## src/hw/rtl/csd_pkg.sv

```systemverilog
package csd_pkg;

    localparam int FACE_W  = 3;
    localparam int LEVEL_W = 5;
    localparam int COORD_W = 28;
    localparam int ID_W    = 64;

    localparam logic [FACE_W-1:0] FACE_POS_X = 3'd0;
    localparam logic [FACE_W-1:0] FACE_NEG_X = 3'd1;
    localparam logic [FACE_W-1:0] FACE_POS_Y = 3'd2;
    localparam logic [FACE_W-1:0] FACE_NEG_Y = 3'd3;
    localparam logic [FACE_W-1:0] FACE_POS_Z = 3'd4;
    localparam logic [FACE_W-1:0] FACE_NEG_Z = 3'd5;

    typedef enum logic [1:0] {
        ST_OK         = 2'd0,
        ST_ZERO_DIR   = 2'd1,
        ST_LEVEL_HIGH = 2'd2
    } status_t;

    // per-item control carried from classifier to divider pipeline
    typedef struct packed {
        logic [FACE_W-1:0]  face;
        logic [LEVEL_W-1:0] level;
        status_t            status;
        logic               edge_u;   // u equals the major magnitude
        logic               edge_v;
    } meta_t;

    localparam int META_W = $bits(meta_t);

endpackage

```

## src/hw/rtl/csd_queue.sv

```systemverilog
module csd_queue
    import csd_pkg::*;
#(
    parameter int DATA_W = 8
)
(
    input  logic              clk,
    input  logic              rst_n,
    input  logic              wr_valid,
    output logic              wr_stall,
    input  logic [DATA_W-1:0] wr_data,
    output logic              rd_valid,
    input  logic              rd_pop,
    output logic [DATA_W-1:0] rd_data
);

    logic [DATA_W-1:0] mem_reg [2];
    logic              wr_ptr_reg, rd_ptr_reg;
    logic [1:0]        count_reg;
    logic              push, pop;

    assign wr_stall = (count_reg == 2'd2);
    assign rd_valid = (count_reg != 2'd0);
    assign rd_data  = mem_reg[rd_ptr_reg];
    assign push     = wr_valid && !wr_stall;
    assign pop      = rd_pop && rd_valid;

    always_ff @(posedge clk)
    begin
        if (push)
            mem_reg[wr_ptr_reg] <= wr_data;
    end

    always_ff @(posedge clk or negedge rst_n)
    begin
        if (!rst_n)
        begin
            wr_ptr_reg <= 1'b0;
            rd_ptr_reg <= 1'b0;
            count_reg  <= 2'd0;
        end
        else
        begin
            if (push)
                wr_ptr_reg <= !wr_ptr_reg;
            if (pop)
                rd_ptr_reg <= !rd_ptr_reg;
            count_reg <= count_reg + 2'(push) - 2'(pop);
        end
    end

endmodule

```

## config.mk

```make
export PLATFORM = sky130hd
export DESIGN_NAME = csd_queue
export DESIGN_NICKNAME = d
export VERILOG_FILES = /design/src/hw/rtl/csd_pkg.sv /design/src/hw/rtl/csd_queue.sv
export SDC_FILE = /design/constraint.sdc
export NUM_CORES = 1
export LEC_CHECK = 0
export ABC_AREA = 1
export BUFFER_PORTS_ARGS = -buffer_cell sky130_fd_sc_hd__buf_2
export CAP_MARGIN = 20
export CORE_UTILIZATION = 53
export CTS_CLUSTER_DIAMETER = 60
export DETAILED_ROUTE_END_ITERATION = 8
export PLACE_DENSITY = 0.83
export SLEW_MARGIN = 20
export SYNTH_ARGS = -nofsm -noshare
export SYNTH_HDL_FRONTEND = slang
export SYNTH_SLANG_ARGS = --single-unit
export TNS_END_PERCENT = 100
```

## constraint.sdc

```tcl
create_clock -name clk -period 4.1 [get_ports clk]
set_input_delay 0.615 -clock clk [delete_from_list [all_inputs] [get_ports clk]]
set_output_delay 0.615 -clock clk [all_outputs]
set_load 0.02 [all_outputs]
```

==> results summary <==
The most frequently used flop master after synthesis is sky130_fd_sc_hd__edfxtp_1. The depth of the CTS H-tree came out at 1. The detailed-router iteration count before antenna repair is 4. The tree is rooted in a sky130_fd_sc_hd__clkbuf_4. The overall global routing resource usage is a little over a fifth. The largest driver fanout on the critical path is 10.

The final max-slew violation count came out at 0. The via total after detailed routing is 576. Setup repair after global routing left no endpoint under its margin. Counting the fill cells in the layout gives about 110. The number of DRC violations after detailed routing came out at 0.

Summed over all nets, the switching power comes to about 0.29 mW. Counting distinct cell types in the post-synthesis netlist gives 10. Counting every net in the synthesized netlist gives roughly 90. The worst register-to-register path begins at count_reg[1]. The number of antenna violations at the first check in global routing was 0. By area the synthesized netlist is led by sky130_fd_sc_hd__edfxtp_1 58%, sky130_fd_sc_hd__nand2_1 16%, sky130_fd_sc_hd__dfrtp_1 12%.

The routed design has between 1 and 1.5 mm of wire. The overall die width came out at slightly above 40 um. Sorting the synthesized cells by how often they occur yields 35 x sky130_fd_sc_hd__nand2_1, 16 x sky130_fd_sc_hd__edfxtp_1, 9 x sky130_fd_sc_hd__inv_1. The Yosys warning count is 0. The total of max-cap violations came out at 0. In this run the critical register-to-register path is captured at count_reg[1]. The path class of the tightest hold or removal check is in2async. The ratio of cells with drive above 1 in the final layout came out at between 20% and 30%.

In this run the worst setup path begins at rd_ptr_reg. Clock-pin slew was measured on the worst setup and hold paths at between 0.1 and 0.15 ns. The critical path class is reg2out. The die covers roughly 0.0017 mm^2. The via count of the first global-routing pass is between 400 and 500. The TritonCTS buffer count is 3.

The most critical setup path has its endpoint at rd_data[3]. The cts-stage hold buffer count is 0. Traced cell by cell, the critical path runs through clkinv_4, nand2_1, nand2_1, buf_2.

The final critical-path required period came out at just under 2 ns. In this design, the stage delay of the slowest critical-path cell is 0.59 ns. The top-area cell type share of the netlist area is 58.4%. The post-synthesis instance total came out at 74.

The endpoint class of the critical path is an output pin. Counting cells, the worst reg-to-reg path comes to 10. The number of placement rows came out at 13. The final layout net count is between 100 and 150. The global-route wire length before repair is between 2 and 2.5 mm.

The number of failing hold endpoints at the final stage is 0. The final antenna-violating net count came out at 0. The nature of the critical path startpoint is a flip-flop. The HPWL reported at the end of detailed placement is roughly 1.1 mm. In the routed layout, each cell is associated on average with a via count of 5.10. The sink count of the clock tree came out at 20.

The clock power share is roughly a fifth. The floorplan step set the die height to about 41 um. Of the total power, registers draw approximately 42%. For the pin with the worst max-slew slack, the measured transition is roughly 0.6 ns. At the end of routability-driven placement, the weighted congestion stood at approximately 0.83.

The placeable core region came out at 0.00137 mm^2. Setup total negative slack on the finished layout was measured at 0 ns. The count of flip-flops with a built-in enable after synthesis came out at 16. At the worst endpoint, the arrival time is around 1.3 ns.

Setup violations remaining at the end of the flow were counted as 0. The core utilization of the finished layout is 72.3%. For this run the aggregate overflow at the end of global routing stands at 0.

At the later pin of the worst-skew pair, clock insertion delay measures between 0.2 and 0.3 ns. Compared with the post-synthesis result, the final layout area differs by 20.1%. The run finished with clean final reports.

The dominant cell type by count on the critical path is sky130_fd_sc_hd__nand2_1. The number of buffers on the longest clock path is 2. The most common cell in the synthesized netlist is sky130_fd_sc_hd__nand2_1. The number of top-level pins came out at 22. Power comes to 0.759 mW. The data required time of the worst path came out at 3.48 ns. For this design the ratio of total power to cell area is between 700 and 800 mW/mm^2. The cell area after layout is 987 um^2. The biggest area contributor in the post-synthesis netlist is sky130_fd_sc_hd__edfxtp_1. The portion of the post-synthesis area used by sequential elements came out at 70.6%. Setup slack on the worst reg-to-reg path comes out at between 2 and 3 ns. Summed over all cells, the static leakage comes to 0.494 nW. The clock skew came out at approximately 0.0038 ns. The fmax came out at 0.513 GHz. The share of the cycle needed by the critical path after routing is 47.6%.

The post-cts repair resize count came out at 0. The maximum vdd drop is 0.000465 V. The synthesized netlist occupies a cell area of around 820 um^2.

The number of antenna repair diodes is 0. The internal portion of the total power is around 0.47 mW. The worst-path cell with the longest stage delay is sky130_fd_sc_hd__dfrtp_1. The post-CTS setup buffer count is 0.

The share of total power dissipated in combinational logic is 37.3%. Entering global routing, the biggest net connects 13 pins. The net switching share of the total power is between 30% and 40%. The register bit count reported by yosys came out at 20. Dividing the synthesized area by the synthesized cell count gives around 11 um^2. The max-slew headroom at the worst pin is between 50 and 60%. After detailed routing, the average wire length per cell comes to between 10 and 15 um. TritonCTS built the clock tree.

The starting utilization of the core area came out at about three fifths. The register with the most flip-flops in the layout has 16 of them. After synthesis, the share of flip-flops with an asynchronous set or reset is about a fifth.

In this run the cell area measured after placement is 935 um^2. Input and output buffers added on the ports amount to 21. The first routing iteration left 15 violations.
## cell families (layout without fill, tap and decap cells)
| kind of cell | count (synthesis) | count (layout) | share of synthesized area (%) |
|---|---|---|---|
| fa+ha+maj | 2 | 2 | 3.04 |
| buf+inv | 11 | 35 | 6.54 |
| flops | 20 | 20 | 70.6 |
| simple gates | 41 | 41 | 19.8 |
## worst max-delay path, delay by kind of cell (launching register included)
| family | cells | cell delay, ns |
|---|---|---|
| buffers and inverters | 2 | 0.31 |
| flip-flops | 1 | 0.59 |
| AND/OR/NAND/NOR | 2 | 0.14 |
## power by group through the flow
stage	clock network [mW]	logic (mW)	registers [mW]
CTS	0.156	0.286	0.318
finish	0.157	0.283	0.319
global route	0.167	0.322	0.326
floorplan	0	0.220	0.301
detailed placement	0	0.283	0.322
global placement	0	0.269	0.317
## metal layers
layer | up-vias | part of all wire (%) | global-route usage, %
met5 | - | 0 | 0
met3 | 4 | 4.3 | 4.79
met2 | 25 | 55 | 39.5
met1 | 264 | 39 | 23.0
li1 | 283 | - | -
met4 | 0 | 1.7 | 9.68
## per-stage QoR
step | setup WS (ns) | cells | hold WS (ns)
global route | 2.06 | 113 | 0.0953
floorplan | 2.69 | 74 | 0.319
detailed placement | 2.46 | 109 | 0.433
finish | 2.15 | 113 | 0.108
CTS | 2.15 | 113 | 0.113
global placement | 2.47 | 109 | 0.426
## area by class of cell
cell class	count	area, um^2	area share [%]
Inverter	10	42.5	4.31
Sequential cell	20	581	58.8
Clock buffer	3	22.5	2.28
Tap cell	15	18.8	1.90
Clock inverter	1	30.0	3.04
Timing Repair Buffer	21	105	10.6
Multi-Input combinational cell	43	188	19.0
## cells in the final DEF (no fill, tap or decap), drive strengths merged
cell type,synthesis,final
nor2,1,1
clkbuf,0,3
edfxtp,16,16
dfrtp,4,4
inv,9,9
clkinv,1,1
buf,1,21
nand2,37,37
bufinv,0,1
ha,2,2
nand3,3,3
## how the worst min path moves through the flow
| stage | startpoint | to | slack [ns] | cells past startpoint |
|---|---|---|---|---|
| final | rst_n | wr_ptr_reg | 0.11 | 1 |
| after global routing | rst_n | count_reg[0] | 0.1 | 1 |
| after CTS | rst_n | wr_ptr_reg | 0.11 | 1 |
| after detailed placement | rst_n | count_reg[0] | 0.43 | 1 |
| after global placement | rst_n | wr_ptr_reg | 0.43 | 1 |
| after floorplan | rst_n | count_reg[0] | 0.32 | 0 |
Note: power is estimated with default switching activity, not from simulation.
